$ cat src/hdl/qrht_pkg.sv
`timescale 1ns / 1ps
package qrht_pkg;

	localparam logic [1:0] MODE_STORE  = 2'd0;
	localparam logic [1:0] MODE_ENABLE = 2'd1;
	localparam logic [1:0] MODE_QUERY  = 2'd2;

	localparam logic [1:0] CFG_VIEW_WIDTH  = 2'd0;
	localparam logic [1:0] CFG_VIEW_HEIGHT = 2'd1;
	localparam logic [1:0] CFG_AXIS_TOL    = 2'd2;
	localparam logic [1:0] CFG_CROSS_TOL   = 2'd3;

	localparam logic [12:0] VIEW_RESET      = 13'd512;
	localparam logic [15:0] AXIS_TOL_RESET  = 16'd7;
	localparam logic [39:0] CROSS_TOL_RESET = 40'd28147497671;

	localparam int DIV_W = 32;
	localparam int MUL_W = 27;
	localparam int PROD_W = 2 * MUL_W;
	localparam int ACC_W = 77;

	typedef logic signed [23:0] img_t;
	typedef logic signed [24:0] rel_t;

	typedef struct packed {
		rel_t x;
		rel_t y;
	} corner_rel_t;

	typedef enum logic [4:0] {
		ST_IDLE,
		ST_CX_MUL,
		ST_CX_DST,
		ST_CX_DIV,
		ST_CY_MUL,
		ST_CY_DST,
		ST_CY_DIV,
		ST_DISPATCH,
		ST_REG_CHECK,
		ST_LOAD,
		ST_EDGE,
		ST_M1,
		ST_M2,
		ST_M3,
		ST_M4,
		ST_M5,
		ST_M6,
		ST_SCAN,
		ST_REG_END,
		ST_DONE
	} state_t;

	function automatic logic [24:0] mag25(input rel_t v);
		logic [24:0] m;
		m = v[24] ? 25'(-v) : 25'(v);
		return m;
	endfunction

	function automatic logic opposite(input rel_t a, input rel_t b);
		logic ap, an, bp, bn;
		ap = !a[24] && (a != '0);
		an = a[24];
		bp = !b[24] && (b != '0);
		bn = b[24];
		return (ap && bn) || (an && bp);
	endfunction

	function automatic img_t sat_img(input logic neg, input logic [DIV_W-1:0] m);
		img_t r;
		if (neg) begin
			if (m > DIV_W'(32'd8388608))
				r = 24'sh800000;
			else
				r = img_t'(-m[23:0]);
		end else begin
			if (m > DIV_W'(32'd8388607))
				r = 24'sh7FFFFF;
			else
				r = img_t'(m[23:0]);
		end
		return r;
	endfunction

endpackage

$ cat src/hdl/qrht_mul.sv
`timescale 1ns / 1ps
module qrht_mul import qrht_pkg::*; (
	input  logic                     clk,
	input  logic signed [MUL_W-1:0]  a,
	input  logic signed [MUL_W-1:0]  b,
	output logic signed [PROD_W-1:0] prod
);

	logic signed [PROD_W-1:0] prod_q;

	always_ff @(posedge clk) begin
		prod_q <= a * b;
	end

	assign prod = prod_q;

endmodule

$ cat config.mk
export PLATFORM = sky130hd
export DESIGN_NAME = qrht_mul
export DESIGN_NICKNAME = d
export VERILOG_FILES = /design/src/hdl/qrht_pkg.sv /design/src/hdl/qrht_mul.sv
export SDC_FILE = /design/constraint.sdc
export NUM_CORES = 2
export LEC_CHECK = 0
export BUFFER_PORTS_ARGS = -buffer_cell sky130_fd_sc_hd__buf_4
export CORE_ASPECT_RATIO = 2
export CORE_UTILIZATION = 48
export DETAILED_ROUTE_END_ITERATION = 12
export PLACE_DENSITY = 0.65
export RECOVER_POWER = 50
export SYNTH_ARGS = -nofsm -noshare
export SYNTH_HDL_FRONTEND = slang
export SYNTH_SLANG_ARGS = --single-unit
$ cat constraint.sdc
create_clock -name clk -period 8.67 [get_ports clk]
set_input_delay 0.4335 -clock clk [delete_from_list [all_inputs] [get_ports clk]]
set_output_delay 0.4335 -clock clk [all_outputs]
set_load 0.05 [all_outputs]
* Word-level counts from Yosys, hierarchy flattened *
Index checks and enable logic that the tools add are counted.

word-level totals
  memories kept = 0
  RAM bits = 0
  output and inout port bits = 54
  bits in latches = 0
  bits in read-only memories = 0
  flip-flop bits (word level) = 54

operators by class
  divide/modulo/power cells = 0
  add/sub/neg operators = 0
  reductions and logical operators = 0
  order comparisons = 0
  equality and inequality tests = 0
  muxes and demuxes = 0
  shift-type cells = 0
  bitwise gates (word level) = 0
  multipliers = 1

operators with widths
  kind                                            count
  27-bit by 27-bit multiplier with 54-bit output  1

* Logic depth before layout (Yosys ltp) *
  word-level depth = 1
  depth in mapped cells = 28
  gate-level depth less buffers = 25

* Least setup slack after synthesis *
No wires, ideal clock.

  path kind = input to register
  start point = in b[7]
  end point = reg prod_q[53], in the netlist prod[53]
  stages on the path = 24
  data arrival time = 7.036 ns
  path buffers = 3
  slack = 1.510 ns
  cell sequence = clkbuf_1 > clkbuf_1 > nand2_1 > fa_1 > inv_1 > fa_1 > inv_1 > fa_1 > inv_1 > fa_1 > fa_1 > fa_1 > fa_1 > ha_1 > clkbuf_8 > a21o_1 > a21o_1 > a21o_1 > a21o_1 > a21oi_1 > o211ai_1 > a31o_1 > a2111oi_4 > nor3_2

between the ends
  word-level cells in the longest chain between the ends = 1

RTL lines
  what                                            line            source
  from (decl)                                     qrht_mul.sv:5   input logic signed [MUL_W-1:0] b,
  27-bit by 27-bit multiplier with 54-bit output  qrht_mul.sv:12  prod_q <= a * b;
  to (signal assigned)                            qrht_mul.sv:12
  to (decl)                                       qrht_mul.sv:9   logic signed [PROD_W-1:0] prod_q;

No other way between the ends.

* Worst setup path in the final report *
  start point = in a[0]
  end point = reg prod_q[47], in the netlist prod[47]

between the ends
  word-level cells in the longest chain between the ends = 1

RTL lines
  what                                            line            source
  from (decl)                                     qrht_mul.sv:4   input logic signed [MUL_W-1:0] a,
  27-bit by 27-bit multiplier with 54-bit output  qrht_mul.sv:12

No other way between the ends.

==> metrics <==
result of the run=finished, violations left; violations in the final reports=design-rule violations, max-capacitance violations, max-slew violations; CP Data Required Time=8.86 ns; predominant post-synthesis flop cell=sky130_fd_sc_hd__dfxtp_1; antenna violations before repair=1; number of flip-flops and latches in the synthesized netlist=54; launching element type of the critical path=input port; global-route wire length before repair=128700 um; Die Width=171.7 um; number of different library cells in the post-synthesis netlist=65; clk root buf=sky130_fd_sc_hd__clkbuf_16; Post-synth EDFFs=0; cell family contributing the most delay on the critical path=adder cells; top-level port count=109; remaining number of nets flagged by the antenna check after routing=0; final-layout fill cell count=5544; initial standard-cell utilization of the core=48.40%; CP max-delay cell=sky130_fd_sc_hd__clkbuf_1; number of global-route vias before repair=23320; post-CTS setup buffers=0; Initial DRC Count=933; fraction of the mapped netlist area in adder cells=62.29%; post-cts resize count=0; data arrival at the endpoint of the critical path=7.99 ns; Port-buffer cells=108; share of cells above drive strength 1=3.127%; max-capacitance violation count=1; max-slew violation count=28; area after detailed placement=28800 um2; count of TritonRoute iterations in the first routing pass=9; area inside the core boundary=57090 um2; warning count from the yosys run=0; transition time of the tightest slew-check pin=1.674 ns; Hold Violations, Final=0; finished layout cell area=28750 um2; via count=20110; area of all sequential standard cells=1081 um2; Total Routing Usage GR=30.74%; final clock period utilization by the worst path=89.90%; type of the most critical hold path=in2reg; RD Place Congestion=0.9529; endpoint class of the critical path=register; most numerous cell on the critical path=sky130_fd_sc_hd__fa_1; Cell Rows=124; pin count of the biggest net entering global routing=28; maximum buffer depth of the clock tree=2; number of sinks on the clock net=54; final-layout setup total negative slack=0 ns; half-perimeter wire length of the detailed placement result=69570 um; post-synthesis compound-gate area fraction=4.274%; number of buffers created by CTS=5; number of antenna repair diodes=0; routed wire length=84830 um; Worst Path Max Fanout=27; Clk pin slew, worst setup/hold paths=0.09 ns; buffer and inverter count on the worst path=4; overflow left after global routing=0; XOR/XNOR share of the synthesized area=1.807%; post-route setup slack=0.8756 ns; Period minus WS final=7.794 ns; combinational family with the most area after synthesis=adder cells; fraction of the yosys area taken by sequential cells=3.912%; combined area of all synthesized cells=27630 um2; RSZ-0062 raised after global routing=no; Highest Clock Rate=0.1283 GHz; longest individual stage delay on the worst path=1.17 ns; overall die height=341.3 um; area overhead of the layout relative to synthesis=4.039%; DR DRC count=1; average footprint of a synthesized cell=9.307 um2; number of setup violations in the final report=0; fin util=50.35%; relative max-transition margin=-11.62%; clock tree from TritonCTS=done; Via-to-Cell Ratio=5.439; H-tree lvl count=2; classification of the worst setup path=in2reg; simple-gate share of the synthesized area=14.33%; share of synthesized registers carrying an async set or reset=0%; cells traversed along the worst timing path=clkbuf_1, nand2b_1, fa_1, fa_1, inv_1, fa_1, fa_1, fa_1, fa_1, inv_1, fa_1, inv_1, ha_1, nand4_1, nor2_1, nand3_1, a2111oi_0, a211oi_2, a21oi_2, a22o_1, o311ai_1; total nets after synthesis=3943; hold buffer count at CTS=0; footprint of the multi-input gates=22850 um2; post-place setup slack=0.8137 ns; mux cell area share after synthesis=0%; number of flip-flops under the largest register name=54; wire per inst=22.94 um; total number of nets in the final design=3915; Post-Syn Instances=2969; Die Footprint=58590 um2
routing by layer:
metal,wire (um),global-route usage (%),up-vias
li1,-,-,8324
met1,22510,25.92,10450
met2,46140,56.38,889
met3,4656,4.858,448
met4,11520,34.10,0
met5,0,0,-
layout by cell type, fill, tap and decap left out, types with 14 or more instances in the layout:
cell type                    n
sky130_fd_sc_hd__inv_1     822
sky130_fd_sc_hd__xor2_1     14
sky130_fd_sc_hd__xnor2_1    43
sky130_fd_sc_hd__nor2_1     42
sky130_fd_sc_hd__fa_1      761
sky130_fd_sc_hd__buf_4      58
sky130_fd_sc_hd__clkbuf_1   53
sky130_fd_sc_hd__nand2_1   421
sky130_fd_sc_hd__a21oi_1    36
sky130_fd_sc_hd__and2_1    298
sky130_fd_sc_hd__a21o_1     41
sky130_fd_sc_hd__ha_1      158
sky130_fd_sc_hd__dfxtp_1    54
cell usage after synthesis, types with 3 or more instances:
cell,count,area [um2]
sky130_fd_sc_hd__nand4_1,9,56.30
sky130_fd_sc_hd__buf_2,3,15.01
sky130_fd_sc_hd__xor2_1,14,122.6
sky130_fd_sc_hd__o211ai_1,3,22.52
sky130_fd_sc_hd__ha_1,158,1977
sky130_fd_sc_hd__nand2b_1,11,68.82
sky130_fd_sc_hd__or2_2,3,18.77
sky130_fd_sc_hd__a21oi_1,36,180.2
sky130_fd_sc_hd__xnor2_1,43,376.6
sky130_fd_sc_hd__nand2_1,421,1580
sky130_fd_sc_hd__inv_1,822,3085
sky130_fd_sc_hd__and3_1,5,31.28
sky130_fd_sc_hd__fa_1,761,15230
sky130_fd_sc_hd__and2_1,299,1871
sky130_fd_sc_hd__nand3_1,9,45.04
sky130_fd_sc_hd__nor2_1,42,157.7
sky130_fd_sc_hd__a2111oi_0,3,26.28
sky130_fd_sc_hd__o21ai_0,11,55.05
sky130_fd_sc_hd__o21ai_1,6,30.03
sky130_fd_sc_hd__a21o_2,3,26.28
sky130_fd_sc_hd__a211oi_1,7,52.55
sky130_fd_sc_hd__o21bai_1,10,75.07
sky130_fd_sc_hd__a21o_1,41,307.8
sky130_fd_sc_hd__clkbuf_1,136,510.5
sky130_fd_sc_hd__nor3_1,4,20.02
sky130_fd_sc_hd__a31oi_1,6,37.54
sky130_fd_sc_hd__dfxtp_1,54,1081
final timing paths:
path	startpoint	cells past startpoint	slack, ns	end
max	a[0]	21	0.88	prod[47]
min	b[0]	2	0.58	prod[0]
cells by family (layout without fill, tap and decap cells):
logic type / count (synthesis) / count (layout)
adders and majority gates: 919 / 919
AOI/OAI and AO/OA: 155 / 155
DFF: 54 / 54
buffers and inverters: 968 / 941
and+or+nand+nor: 816 / 816
xor gates and xnor gates: 57 / 57
stage by stage:
step	hold slack, ns	cells
after floorplan	0.6851	2969
after global placement	0.8862	3690
after detailed placement	0.8861	3690
after CTS	0.5699	3698
after global routing	0.5845	3698
final	0.5788	3698
final cells by class:
class,count,area share (%)
multi-input combinational,1947,79.48
inverter,822,10.73
timing repair buffer,111,2.207
clock inverter,3,0.09140
tap,756,3.290
sequential,54,3.760
clock buffer,5,0.4352
Power is not shown: default switching activity piles up to over one toggle a cycle in this logic, so the estimate is an artifact.
