===== config.mk =====
export PLATFORM = sky130hd
export DESIGN_NAME = qrht_div
export DESIGN_NICKNAME = d
export VERILOG_FILES = /design/src/hdl/qrht_pkg.sv /design/src/hdl/qrht_div.sv
export SDC_FILE = /design/constraint.sdc
export NUM_CORES = 1
export LEC_CHECK = 0
export ABC_CLOCK_PERIOD_IN_PS = 2250
export BUFFER_PORTS_ARGS = -buffer_cell sky130_fd_sc_hd__clkbuf_2
export CAP_MARGIN = 15
export CORE_ASPECT_RATIO = 1.2
export CORE_MARGIN = 5
export CORE_UTILIZATION = 35
export DETAILED_ROUTE_END_ITERATION = 7
export PLACE_DENSITY_LB_ADDON = 0.3
export SETUP_SLACK_MARGIN = 0.05
export SLEW_MARGIN = 25
export SYNTH_ARGS = -nofsm -noshare
export SYNTH_HDL_FRONTEND = slang
export SYNTH_SLANG_ARGS = --single-unit

===== constraint.sdc =====
create_clock -name clk -period 2.25 [get_ports clk]
set_clock_uncertainty 0.05 [all_clocks]
set_input_delay 0.225 -clock clk [delete_from_list [all_inputs] [get_ports clk]]
set_output_delay 0.225 -clock clk [all_outputs]
set_load 0.005 [all_outputs]

===== src/hdl/qrht_pkg.sv =====
`timescale 1ns / 1ps
package qrht_pkg;

	localparam logic [1:0] MODE_STORE  = 2'd0;
	localparam logic [1:0] MODE_ENABLE = 2'd1;
	localparam logic [1:0] MODE_QUERY  = 2'd2;

	localparam logic [1:0] CFG_VIEW_WIDTH  = 2'd0;
	localparam logic [1:0] CFG_VIEW_HEIGHT = 2'd1;
	localparam logic [1:0] CFG_AXIS_TOL    = 2'd2;
	localparam logic [1:0] CFG_CROSS_TOL   = 2'd3;

	localparam logic [12:0] VIEW_RESET      = 13'd512;
	localparam logic [15:0] AXIS_TOL_RESET  = 16'd7;
	localparam logic [39:0] CROSS_TOL_RESET = 40'd28147497671;

	localparam int DIV_W = 32;
	localparam int MUL_W = 27;
	localparam int PROD_W = 2 * MUL_W;
	localparam int ACC_W = 77;

	typedef logic signed [23:0] img_t;
	typedef logic signed [24:0] rel_t;

	typedef struct packed {
		rel_t x;
		rel_t y;
	} corner_rel_t;

	typedef enum logic [4:0] {
		ST_IDLE,
		ST_CX_MUL,
		ST_CX_DST,
		ST_CX_DIV,
		ST_CY_MUL,
		ST_CY_DST,
		ST_CY_DIV,
		ST_DISPATCH,
		ST_REG_CHECK,
		ST_LOAD,
		ST_EDGE,
		ST_M1,
		ST_M2,
		ST_M3,
		ST_M4,
		ST_M5,
		ST_M6,
		ST_SCAN,
		ST_REG_END,
		ST_DONE
	} state_t;

	function automatic logic [24:0] mag25(input rel_t v);
		logic [24:0] m;
		m = v[24] ? 25'(-v) : 25'(v);
		return m;
	endfunction

	function automatic logic opposite(input rel_t a, input rel_t b);
		logic ap, an, bp, bn;
		ap = !a[24] && (a != '0);
		an = a[24];
		bp = !b[24] && (b != '0);
		bn = b[24];
		return (ap && bn) || (an && bp);
	endfunction

	function automatic img_t sat_img(input logic neg, input logic [DIV_W-1:0] m);
		img_t r;
		if (neg) begin
			if (m > DIV_W'(32'd8388608))
				r = 24'sh800000;
			else
				r = img_t'(-m[23:0]);
		end else begin
			if (m > DIV_W'(32'd8388607))
				r = 24'sh7FFFFF;
			else
				r = img_t'(m[23:0]);
		end
		return r;
	endfunction

endpackage


===== src/hdl/qrht_div.sv =====
`timescale 1ns / 1ps
module qrht_div import qrht_pkg::*; (
	input  logic             clk,
	input  logic             arst_n,
	input  logic             start,
	input  logic [DIV_W-1:0] num,
	input  logic [12:0]      den,
	output logic             busy,
	output logic [DIV_W-1:0] quo
);

	logic             busy_q;
	logic [4:0]       cnt_q;
	logic [12:0]      rem_q;
	logic [12:0]      den_q;
	logic [DIV_W-1:0] quo_q;
	logic [14:0]      diff;

	assign diff = {1'b0, rem_q, quo_q[DIV_W-1]} - {2'b00, den_q};

	always_ff @(posedge clk or negedge arst_n) begin
		if (!arst_n) begin
			busy_q <= 1'b0;
			cnt_q  <= '0;
		end else if (start) begin
			busy_q <= 1'b1;
			cnt_q  <= '0;
		end else if (busy_q) begin
			cnt_q <= cnt_q + 5'd1;
			if (cnt_q == 5'(DIV_W - 1))
				busy_q <= 1'b0;
		end
	end

	always_ff @(posedge clk) begin
		if (start) begin
			rem_q <= '0;
			den_q <= den;
			quo_q <= num;
		end else if (busy_q) begin
			if (!diff[14]) begin
				rem_q <= diff[12:0];
				quo_q <= {quo_q[DIV_W-2:0], 1'b1};
			end else begin
				rem_q <= {rem_q[11:0], quo_q[DIV_W-1]};
				quo_q <= {quo_q[DIV_W-2:0], 1'b0};
			end
		end
	end

	assign busy = busy_q;
	assign quo  = quo_q;

endmodule


After elaboration in Yosys (flattened, before gate mapping). Index checks and enable logic that the tools add are counted.

Input port bits: 48. Output and inout port bits: 33. Bits in registers: 64. Word-level logic and storage cells: 18.

Reduce and logical (&&, ||, !) cells: 1. Eq/ne operators: 1. $add $sub $neg: 2. Muxes and demuxes: 9.

Operators by type and width (number): $mux 32 (2); $sub 14x13->15 (1); $mux 13 (1); $mux 5 (2); $add 5x1->5 const B (1); $eq 5x5->1 const B (1); $mux 1 (4); $reduce_bool 2->1 (1).

Logic depth before layout (Yosys ltp).
Word-level depth: 4. Gate-level depth with buffers: 10. Mapped depth without buffers: 9.

Least setup slack after synthesis. No wires, ideal clock.

Kind: reg-to-reg. Start: register quo_q[31], in the netlist quo[31]. End: register rem_q[9]. Period minus slack after synthesis: 2.286 ns. Data required time: 2.075 ns. Setup slack: -0.036 ns. Cell stages (with the launch flop): 11. Buffers on the path: 1. Arrival time: 2.111 ns. Setup time: 0.125 ns. Path through: edfxtp_1 > inv_1 > ha_1 > fa_1 > nand2b_1 > a21o_4 > a21oi_4 > o31ai_4 > buf_4 > nor3_1 > o31ai_2.

Word-level cells in the longest chain between the ends: 2.

RTL lines: start, declared (line qrht_div.sv:16) `logic [DIV_W-1:0] quo_q;`; start signal, assigned (line qrht_div.sv:39) `quo_q <= num;`; start signal, assigned (line qrht_div.sv:43) `quo_q <= {quo_q[DIV_W-2:0], 1'b1};`; start signal, assigned (line qrht_div.sv:46) `quo_q <= {quo_q[DIV_W-2:0], 1'b0};`; $sub 14x13->15 (line qrht_div.sv:19) `assign diff = {1'b0, rem_q, quo_q[DIV_W-1]} - {2'b00, den_q};`; $mux 13 (line qrht_div.sv:41) `if (!diff[14]) begin`; end signal, assigned (line qrht_div.sv:42) `rem_q <= diff[12:0];`; end signal, assigned (line qrht_div.sv:45) `rem_q <= {rem_q[11:0], quo_q[DIV_W-1]};`; end, declared (line qrht_div.sv:14) `logic [12:0] rem_q;`.

No other way between the ends. A chain may end at the register's enable or synchronous reset.

Worst setup path after layout.
Start: register quo_q[31], in the netlist quo[31]. End: register rem_q[3].

Same word-level chain as after synthesis.

==> results.txt <==
- The initialized floorplan defines 39 standard-cell rows.
- Setup violations remaining at the end of the flow were counted as 0.
* Switching component of the power: around 710 uW
- After layout, the worst path uses 98.6% of the clock period.
- Number of top-level pins: 81
- Of all flip-flops after synthesis, the portion carrying an async set or reset was a little under a tenth.
- Synth Warn #: 0
- Summing every instance area after synthesis gives 3320 sq um.
- MaxCap Viol Count: 0
- Post-placement setup slack: -0.0262 ns
- Clk sink count: 64
* Reg-to-reg slack, setup: slightly above 0.03 ns
- Synthesized netlist net count: roughly 340
- Routability Congestion: about 0.83
- Cell Int Power: 2.31 mW
- Number of synthesized register bits: between 60 and 70
- Fill cell count: 879
- Yosys attributes the largest share of cell area to edfxtp_1, mux2_2, dfxtp_1.
* Detailed-route wire length: approximately 7.4 mm
- The run finished with clean final reports.
- Input and output buffers added on the ports amount to 80.
- Residual overflow from global routing: 0
* Vias: 2457
* Synth unique cells: 48
* Proportion of layout cells with a drive suffix above 1: a little under half
- IR analysis of the VDD net gives a maximum drop of 0.000460 V.
* Vertical extent of the die: 117 um
- The final count of pins violating max slew is 0.
- The H-tree was split into 3 levels.
- The first global-routing pass estimated 11.7 mm of wire.
- Total routing resource utilization after global routing: 13.2%
- The first routing iteration left 96 violations.
* Commonest cells after routing, fill and taps aside: clkbuf_2, edfxtp_1, mux2_2, inv_1
- After synthesis, flip-flops and latches occupy 53.1% of the total area.
* Post-CTS clock slew at the launch and capture registers of the worst setup and hold paths: 0.05 ns
- The number of antenna violations at the first check in global routing is 0.
- From left edge to right edge, the die measures 98.9 um.
- Category of the worst setup path launch point: register
* Most used DFF post-synth: edfxtp_1
- Detailed placement finished with a half-perimeter wire length of approximately 5.5 mm.
- Sum of negative setup slack: 0 ns
- The floorplan step defined a die boundary enclosing 11500 sq um.
- Synthesized instance count: 273
- Final min period: roughly 2.2 ns
* Post-detailed-route via-to-cell ratio: 4.88
* Switching Share: 23.6%
- Arrival time of data at the critical path endpoint: 2.37 ns
- Setup repair after global routing could not meet its margin everywhere.
* Floorplan core area: 9420 sq um
* Clock tree from TritonCTS: built
- In this run the worst path has a maximum fanout of 3.
* Area taken by flip-flops and latches: 1760 sq um
- Proportion of power drawn by combinational gates: a little over an eighth
- Number of nets with antenna violations after routing: 0
- Most frequent standard cell in the layout excluding fill and tap cells: clkbuf_2
* Avg WL per Cell: between 10 and 15 um
* CTS Buffer Depth: 2
* Power share of the clock group: 40.3%
* Yosys top cell by area: edfxtp_1
- Power, Total: roughly 3.0 mW
- For this run, the share of the core covered by cells in the final layout is 46.4%.
- Buffers inserted during clock tree synthesis total 9.
- Multi-input combinational cell area: about 1500 sq um
* Vias in the first global route: 2545
- Pwr dens: 693 nW/um^2
- Length of the first detailed-routing pass in iterations: 4
* Proportion of netlist area held by the largest area contributor: just over 40%
- Count of final hold-check violations: 0
- Type of the tightest min-delay check: in -> reg
- 0 antenna diodes ended up in the layout.
* Min setup slack post-route: about 0.031 ns
- Post-synth EDFFs: between 40 and 50
- Pin count of the biggest net entering global routing: 34
- Per report_power, the sequential group accounts for between 40% and 50% of the total.
* Crit Path Category: reg -> reg
* Root buffer selected by CTS: clkbuf_16
- Relative to the synthesized area, the layout overhead comes to 31.8%.
- For the pin with the worst max-slew slack, the measured transition is 0.602 ns.
- After synthesis, the mean cell area works out to 12.1 sq um.
- The worst setup path is captured at a register.
* Initial Utilization: 35.2%
* Max transition margin: about 60%
- Leak Pwr: between 1.5 and 2 nW
- Insertion delay to the later sink of the worst-skew pair: 0.33 ns
- DRC violations left: 0
- Required arrival time at the worst endpoint: approximately 2.4 ns
* Number of nets in the finished design: 439
- Worst slack on hold paths: around 0.018 ns
* Max Freq: between 0.4 and 0.5 GHz
-- final cells by class --
class | instances | share of cell area, %
clock buffer | 12 | 5.41
multi-input combinational | 177 | 34.5
timing repair buffer | 104 | 14.1
tap | 123 | 3.52
inverter | 19 | 1.63
sequential | 64 | 40.3
clock inverter | 4 | 0.487
-- cells in the mapped netlist (5+ instances only) --
cell type and count:
dfrtp_1 6, dfxtp_1 13, mux2i_1 5, nand2b_1 6, nand2_1 18, mux2_2 33
ha_1 15, nor2_1 18, buf_1 5, xor2_1 6, inv_1 19, edfxtp_1 45
nand3_1 5, a21oi_1 11, xnor2_1 5
-- worst max-delay path, cell delays in order, from the launching register on --
cell	delay [ns]
edfxtp_1	0.34
inv_1	0.05
ha_2	0.18
fa_2	0.34
nand2b_4	0.15
a21o_4	0.21
a21oi_4	0.17
o31a_1	0.22
buf_6	0.13
mux2i_1	0.17
o21ai_1	0.08
-- power groups by stage --
stage	registers [mW]	clock network [mW]	logic (mW)
floorplan	1.43	0	0.212
global placement	1.43	0	0.377
detailed placement	1.43	0	0.383
CTS	1.41	1.26	0.391
global route	1.42	1.32	0.446
finish	1.41	1.22	0.399
-- routing by layer --
metal,vias up,GRT usage (%),part of all wire (%)
li1,1207,-,-
met2,64,21.7,49
met3,15,5.08,6.7
met5,-,0,0
met1,1171,14.7,41
met4,0,7.10,2.5
-- repair_timing --
action	CTS	global route
hold buffers	1	0
resized for setup	2	23
endpoints found under the setup margin	10	13
pin swaps	3	8
endpoints found under the hold margin	6	0
cloned	0	1
buffers inserted	2	4
-- metrics by stage --
| step | cell area [sq um] | instances |
|---|---|---|
| 3_3_place_gp | 3960 | 479 |
| 3_5_place_dp | 3960 | 479 |
| 2_1_floorplan | 3340 | 273 |
| 5_1_grt | 4370 | 503 |
| 6_report | 4370 | 503 |
| 4_1_cts | 4250 | 498 |
-- cell families after synthesis --
logic type               synth area share (%)
AND/OR/NAND/NOR                          9.17
adder cells (fa/ha/maj)                  6.26
buffers and inverters                    4.04
flip-flops                               53.1
AO/OA/AOI/OAI                            11.8
multiplexers                             12.7
XOR/XNOR                                 2.90
-- state kept, by name (all words and copies together), names as in the netlist --
name,cells
rem_q,13
cnt_q,5
den_q,13
busy,1
quo,32
-- final timing paths --
kind                                        from                    end  depth (start not counted)
min in group asynchronous                 arst_n         busy$_DFF_PN0_                          2
hold / removal                           den[11]    den_q[11]$_DFFE_PP_                          1
setup reg to reg               quo[31]$_DFFE_PP_  rem_q[3]$_SDFFE_PP0P_                         10
max in group asynchronous                 arst_n   cnt_q[2]$_DFFE_PN0P_                          2
setup / recovery               quo[31]$_DFFE_PP_  rem_q[3]$_SDFFE_PP0P_                         10
hold reg to reg            rem_q[2]$_SDFFE_PP0P_  rem_q[2]$_SDFFE_PP0P_                          2
No activity file was read; power rests on OpenSTA's default activity.
